`config.mk`:
```
export PLATFORM = sky130hd
export DESIGN_NAME = tccw_cfg_regs
export DESIGN_NICKNAME = d
export VERILOG_FILES = /design/src/rtl/tccw_pkg.sv /design/src/rtl/tccw_cfg_regs.sv
export SDC_FILE = /design/constraint.sdc
export NUM_CORES = 1
export LEC_CHECK = 0
export ABC_AREA = 1
export BUFFER_PORTS_ARGS = -buffer_cell sky130_fd_sc_hd__buf_2
export CAP_MARGIN = 20
export CORE_MARGIN = 4
export CORE_UTILIZATION = 40
export CTS_CLUSTER_DIAMETER = 100
export DETAILED_ROUTE_END_ITERATION = 8
export PLACE_DENSITY = 0.9
export SLEW_MARGIN = 40
export SYNTH_ARGS = -nofsm -noshare
export SYNTH_HDL_FRONTEND = slang
export SYNTH_SLANG_ARGS = --single-unit
```
`constraint.sdc`:
```
create_clock -name clk -period 1.1 [get_ports clk]
set_clock_uncertainty 0.15 [all_clocks]
set_input_delay 0.055 -clock clk [delete_from_list [all_inputs] [get_ports clk]]
set_output_delay 0.055 -clock clk [all_outputs]
set_load 0.1 [all_outputs]
```
`src/rtl/tccw_pkg.sv`:
```
`timescale 1ns / 1ps
// ----------------------------------------------------------------------------
// tccw_pkg
// shared types and constants of the text console cell writer
// ----------------------------------------------------------------------------
package tccw_pkg;

  // default screen geometry
  localparam int DEF_COLS = 80;
  localparam int DEF_ROWS = 25;

  // field widths
  localparam int POS_W  = 11;
  localparam int DATA_W = 32;
  localparam int ADDR_W = 4;
  localparam int CELL_W = 16;

  // character codes
  localparam logic [7:0] CHR_NL    = 8'h0A;
  localparam logic [7:0] CHR_BLANK = 8'h20;
  localparam logic [7:0] CHR_ERR   = 8'h45;

  // register reset values
  localparam logic [7:0] RST_DEFAULT_ATTR   = 8'd15;
  localparam logic [7:0] RST_ERROR_ATTR     = 8'd116;
  localparam logic [7:0] RST_BACKSPACE_CODE = 8'd8;

  // register indexes (word address)
  localparam logic [1:0] REG_DEFAULT_ATTR   = 2'd0;
  localparam logic [1:0] REG_ERROR_ATTR     = 2'd1;
  localparam logic [1:0] REG_BACKSPACE_CODE = 2'd2;

  // function codes
  localparam logic [1:0] FUNC_PUT   = 2'd0;
  localparam logic [1:0] FUNC_READ  = 2'd1;
  localparam logic [1:0] FUNC_CLEAR = 2'd2;

  // configuration seen by the engine
  typedef struct packed {
    logic [7:0] default_attr;
    logic [7:0] error_attr;
    logic [7:0] backspace_code;
  } cfg_t;

  // sequencer states
  typedef enum logic [2:0] {
    ST_IDLE,
    ST_EXEC,
    ST_RDWAIT,
    ST_CLEAR,
    ST_SCROLL,
    ST_RESP
  } state_t;

endpackage

```
`src/rtl/tccw_cfg_regs.sv`:
```
`timescale 1ns / 1ps
// ----------------------------------------------------------------------------
// tccw_cfg_regs
// apb register bank: default attribute, error attribute, backspace code
// ----------------------------------------------------------------------------
module tccw_cfg_regs (
  input  logic                       clk,
  input  logic                       rst_n,
  input  logic                       psel,
  input  logic                       penable,
  input  logic                       pwrite,
  input  logic [tccw_pkg::ADDR_W-1:0] paddr,
  input  logic [tccw_pkg::DATA_W-1:0] pwdata,
  output logic [tccw_pkg::DATA_W-1:0] prdata,
  output logic                       pready,
  output tccw_pkg::cfg_t             cfg
);

  import tccw_pkg::*;

  logic [7:0] default_attr_r, default_attr_nxt;
  logic [7:0] error_attr_r, error_attr_nxt;
  logic [7:0] bs_code_r, bs_code_nxt;
  logic       wr_beat;
  logic [1:0] reg_idx;

  assign pready  = 1'b1;
  assign wr_beat = psel && penable && pwrite;
  assign reg_idx = paddr[3:2];

  // register write decode
  always_comb begin
    default_attr_nxt = default_attr_r;
    error_attr_nxt   = error_attr_r;
    bs_code_nxt      = bs_code_r;
    if (wr_beat) begin
      case (reg_idx)
        REG_DEFAULT_ATTR:   default_attr_nxt = pwdata[7:0];
        REG_ERROR_ATTR:     error_attr_nxt   = pwdata[7:0];
        REG_BACKSPACE_CODE: bs_code_nxt      = pwdata[7:0];
        default: ;
      endcase
    end
  end

  always_ff @(posedge clk) begin
    if (!rst_n) begin
      default_attr_r <= RST_DEFAULT_ATTR;
      error_attr_r   <= RST_ERROR_ATTR;
      bs_code_r      <= RST_BACKSPACE_CODE;
    end else begin
      default_attr_r <= default_attr_nxt;
      error_attr_r   <= error_attr_nxt;
      bs_code_r      <= bs_code_nxt;
    end
  end

  // read back
  always_comb begin
    case (reg_idx)
      REG_DEFAULT_ATTR:   prdata = DATA_W'(default_attr_r);
      REG_ERROR_ATTR:     prdata = DATA_W'(error_attr_r);
      REG_BACKSPACE_CODE: prdata = DATA_W'(bs_code_r);
      default:            prdata = '0;
    endcase
  end

  assign cfg.default_attr   = default_attr_r;
  assign cfg.error_attr     = error_attr_r;
  assign cfg.backspace_code = bs_code_r;

endmodule

```
==> impl_metrics.xml <==
<?xml version="1.0" encoding="UTF-8"?>
<metrics>
  <group name="place">
    <metric name="port_buffers" unit="">46</metric>
    <metric name="cell_count_after_placement" unit="">294</metric>
    <metric name="dp_hpwl" unit="µm">3150</metric>
    <metric name="place_ws" unit="ns">-0.05907</metric>
    <metric name="globalplace.congestion" unit="">0.8354</metric>
  </group>
  <group name="status">
    <metric name="outcome" unit="">complete, but fails checks</metric>
    <metric name="failed_checks" unit="">setup timing</metric>
  </group>
  <group name="floorplanning">
    <metric name="start_util" unit="%">43.25</metric>
    <metric name="boundaryPins" unit="">98</metric>
    <metric name="die-height" unit="µm">66.39</metric>
    <metric name="floorplan.rows" unit="">20</metric>
    <metric name="floorplan.die_area" unit="µm²">4408</metric>
    <metric name="core-area" unit="µm²">3153</metric>
    <metric name="fp.dieW" unit="µm">66.39</metric>
  </group>
  <group name="timing">
    <metric name="drv_slew" unit="">0</metric>
    <metric name="final_critical_path_setup_slack" unit="ns">-0.1707</metric>
    <metric name="finalSetupTns" unit="ns">-3.138</metric>
    <metric name="setup-violations-final" unit="">32</metric>
    <metric name="count_of_endpoints_failing_hold_in_the_final_timing_report" unit="">0</metric>
    <metric name="finalCriticalPeriod" unit="ns">1.271</metric>
    <metric name="fmax" unit="GHz">0.7870</metric>
    <metric name="fin_crit_sh" unit="%">115.5</metric>
    <metric name="rsz0062_at_grt" unit="">yes</metric>
  </group>
  <group name="min_path">
    <metric name="worst_hold_path.num_cells" unit="">6</metric>
    <metric name="hold_class" unit="">primary input to flip-flop</metric>
    <metric name="holdCritStartpoint" unit="">pwrite</metric>
    <metric name="min_to" unit="">error_attr_r[7]</metric>
  </group>
  <group name="logic_synthesis">
    <metric name="yosysWarningCount" unit="">0</metric>
    <metric name="postSynthCellCount" unit="">201</metric>
    <metric name="synth_cell_type_count" unit="">13</metric>
    <metric name="main_combinational_cell_family_by_area_after_synthesis" unit="">simple AND/OR/NAND/NOR gates</metric>
    <metric name="synth.cell_area" unit="µm²">1364</metric>
    <metric name="post_synthesis_xor_xnor_area_fraction" unit="%">0</metric>
    <metric name="post_synth_adder_cell_area" unit="%">0</metric>
    <metric name="simple_gate_fraction_of_synth_area" unit="%">42.66</metric>
    <metric name="synth.mux.area_fraction" unit="%">0</metric>
    <metric name="syn_avg_cell_area" unit="µm²">6.785</metric>
    <metric name="synth_compound_gate_area_share" unit="%">0.3670</metric>
    <metric name="synth-seq-area-share" unit="%">35.23</metric>
    <metric name="synth.ff_latch_count" unit="">24</metric>
  </group>
  <group name="cts">
    <metric name="clock_tree_from_tritoncts" unit="">yes</metric>
    <metric name="clock_tree_root_buffer_cell" unit="">sky130_fd_sc_hd__clkbuf_4</metric>
    <metric name="worstSkewPairLatency" unit="ns">0.32</metric>
    <metric name="cts_htree_levels" unit="">1</metric>
    <metric name="clkSinkCount" unit="">24</metric>
    <metric name="worst_setup_hold_path_clk_slew" unit="ns">0.14</metric>
    <metric name="cts_buffers" unit="">3</metric>
    <metric name="clockBufferDepth" unit="">2</metric>
  </group>
  <group name="routing">
    <metric name="routed_wire_length_per_instance" unit="µm">17.69</metric>
    <metric name="ant_nets" unit="">0</metric>
    <metric name="drt-total-wl" unit="µm">5839</metric>
    <metric name="remaining_drc_errors" unit="">0</metric>
    <metric name="drt-pass1-iter-count" unit="">4</metric>
    <metric name="detailedRoute.firstIterationViolations" unit="">153</metric>
    <metric name="detailroute.via_count" unit="">1680</metric>
    <metric name="per_cell_via_count_in_the_routed_design" unit="">5.091</metric>
  </group>
  <group name="cells_and_area">
    <metric name="area_delta_synth_final" unit="%">106.6</metric>
    <metric name="multi_input_logic_area" unit="µm²">950.9</metric>
    <metric name="final_util" unit="%">89.37</metric>
    <metric name="post_route_non_filler_standard_cell_count" unit="">330</metric>
    <metric name="drive_gt1_share" unit="%">52.45</metric>
    <metric name="fin_nets" unit="">329</metric>
    <metric name="antenna_cells" unit="">0</metric>
    <metric name="fillCellCount" unit="">129</metric>
    <metric name="seqCellArea" unit="µm²">570.5</metric>
  </group>
  <group name="global_routing">
    <metric name="total_track_usage" unit="%">23.88</metric>
    <metric name="wire_length_of_the_first_global_routing_pass" unit="µm">7955</metric>
    <metric name="antenna_found_initial" unit="">0</metric>
    <metric name="grt_max_degree" unit="">25</metric>
    <metric name="grt_overflow" unit="">0</metric>
    <metric name="first_global_vias" unit="">1674</metric>
  </group>
  <group name="setup_path">
    <metric name="cp_max_fo" unit="">3</metric>
    <metric name="worst-r2r-setup-slack" unit="ns">0.14</metric>
    <metric name="critical-path-top-delay-family" unit="">flip-flops</metric>
    <metric name="slowest_stage" unit="">sky130_fd_sc_hd__dfxtp_4</metric>
    <metric name="critical_path.reg2reg.startpoint" unit="">error_attr_r[5]</metric>
    <metric name="critPathCaptureType" unit="">output port</metric>
    <metric name="critical_path.cell_chain" unit="">nand2_4, nand3_4, buf_12</metric>
    <metric name="critical_path_required" unit="ns">0.89</metric>
    <metric name="path_depth_of_the_worst_reg2reg_path" unit="">3</metric>
    <metric name="critPathArrivalTime" unit="ns">1.07</metric>
    <metric name="critical_path.startpoint_type" unit="">flip-flop</metric>
    <metric name="max_stage_delay" unit="ns">0.42</metric>
    <metric name="critPathKind" unit="">flip-flop to output port</metric>
    <metric name="critPathBufInv" unit="">1</metric>
    <metric name="r2r-end" unit="">error_attr_r[5]</metric>
  </group>
  <group name="run">
    <metric name="maxCapViolations" unit="">0</metric>
  </group>
  <group name="pwr">
    <metric name="p_switching" unit="W">0.001204</metric>
    <metric name="p_per_area" unit="nW/µm²">885.7</metric>
    <metric name="p_seq_share" unit="%">35.0</metric>
    <metric name="clk_network_pwr_share" unit="%">16.1</metric>
    <metric name="switching_share" unit="%">48.23</metric>
    <metric name="internal_power" unit="W">0.001292</metric>
    <metric name="irDropWorstVdd" unit="V">0.0006230</metric>
    <metric name="leakagePower" unit="nW">1.432</metric>
    <metric name="power_frac_comb" unit="%">48.9</metric>
  </group>
</metrics>
-- cells in the mapped netlist --
cell type                 number  area share, %
sky130_fd_sc_hd__o21ai_0       1           0.37
sky130_fd_sc_hd__nand3_1      32             12
sky130_fd_sc_hd__buf_6         4            3.3
sky130_fd_sc_hd__dfxtp_1      24             35
sky130_fd_sc_hd__nor2_4        5            4.1
sky130_fd_sc_hd__nor2_2        1           0.46
sky130_fd_sc_hd__nand2_1      62             17
sky130_fd_sc_hd__nand3_2       1           0.73
sky130_fd_sc_hd__nor2_1       31            8.5
sky130_fd_sc_hd__conb_1        2           0.55
sky130_fd_sc_hd__inv_1         8            2.2
sky130_fd_sc_hd__inv_2         3           0.83
sky130_fd_sc_hd__buf_4        27             15
-- power groups by stage --
stage	clock [W]	sequential, W	combinational [W]
4_1_cts	0.000393	0.000868	0.00118
6_report	0.000402	0.000874	0.00122
2_1_floorplan	0	0.00102	0.000767
3_3_place_gp	0	0.000893	0.00108
3_5_place_dp	0	0.000894	0.00110
5_1_grt	0.000421	0.000876	0.00125
-- logic make-up (layout without fill, tap and decap cells) --
| logic type | count (synthesis) | in the layout |
|---|---|---|
| buf+inv | 42 | 104 |
| compound gates | 1 | 1 |
| flops | 24 | 24 |
| other cells | 2 | 25 |
| simple gates | 132 | 132 |
-- routing by layer --
metal / vias up / share of wire, % / GRT usage [%]
li1: 753 / - / -
met5: - / 0 / 0
met1: 781 / 35 / 24.95
met4: 0 / 6.1 / 6.853
met3: 34 / 6.8 / 3.061
met2: 112 / 52 / 48.20
-- worst register-to-register path: cells and delay by family, from the launching register on --
kind          cells  cell delay, ns
simple gates      2            0.18
buf+inv           1            0.12
flops             1            0.38
-- layout by cell type (no fill, tap or decap) --
master	count
sky130_fd_sc_hd__buf_12	34
sky130_fd_sc_hd__nand3_1	24
sky130_fd_sc_hd__nand2_2	3
sky130_fd_sc_hd__buf_6	23
sky130_fd_sc_hd__clkbuf_4	4
sky130_fd_sc_hd__inv_1	8
sky130_fd_sc_hd__dlygate4sd3_1	9
sky130_fd_sc_hd__conb_1	25
sky130_fd_sc_hd__nor2_1	31
sky130_fd_sc_hd__nand3_2	1
sky130_fd_sc_hd__dfxtp_4	24
sky130_fd_sc_hd__nand2_1	38
sky130_fd_sc_hd__nand2_4	21
sky130_fd_sc_hd__buf_2	13
sky130_fd_sc_hd__o21ai_0	1
sky130_fd_sc_hd__nor2_4	6
sky130_fd_sc_hd__nand3_4	8
sky130_fd_sc_hd__inv_2	3
sky130_fd_sc_hd__buf_4	10
-- flip-flops by register name, indices dropped and copies added, names as in the netlist --
register / cells
error_attr_r: 8
bs_code_r: 8
default_attr_r: 8
-- cell type report --
class                   instances  area share (%)
repair buffers                 90           41.79
multi-input cells             158           33.75
flip-flops and latches         24           20.25
well taps                      44           1.954
inverters                      11           1.465
clock buffers                   3          0.7993
-- per-stage QoR --
step                hold WS, ns  area [µm²]  total power [W]
detailed placement       0.1395        2366         0.001993
global route            0.06766        2818         0.002547
floorplan               0.01604        1740         0.001788
CTS                     0.02969        2750         0.002442
finish                  0.03969        2818         0.002496
global placement         0.1296        2366         0.001978
-- worst max-delay path by stage --
stage                       from        end  slack [ns]  depth (start not counted)
2_1_floorplan    error_attr_r[0]  prdata[0]      -0.006                          2
3_3_place_gp            paddr[2]  prdata[6]       -0.02                          7
3_5_place_dp            paddr[2]  prdata[5]       -0.06                          7
4_1_cts        default_attr_r[2]  prdata[2]       -0.12                          3
5_1_grt             bs_code_r[3]  prdata[3]       -0.18                          3
6_report            bs_code_r[3]  prdata[3]       -0.17                          3
-- timing repair --
action | CTS | global route
buffers inserted | 22 | 2
gates resized for setup | 25 | 13
endpoints found under the setup margin | 10 | 36
pin swaps | 9 | 11
hold endpoints to repair | 24 | 0
cloned | 0 | 0
hold buffers | 9 | 0
(Power assumes the default switching activity.)
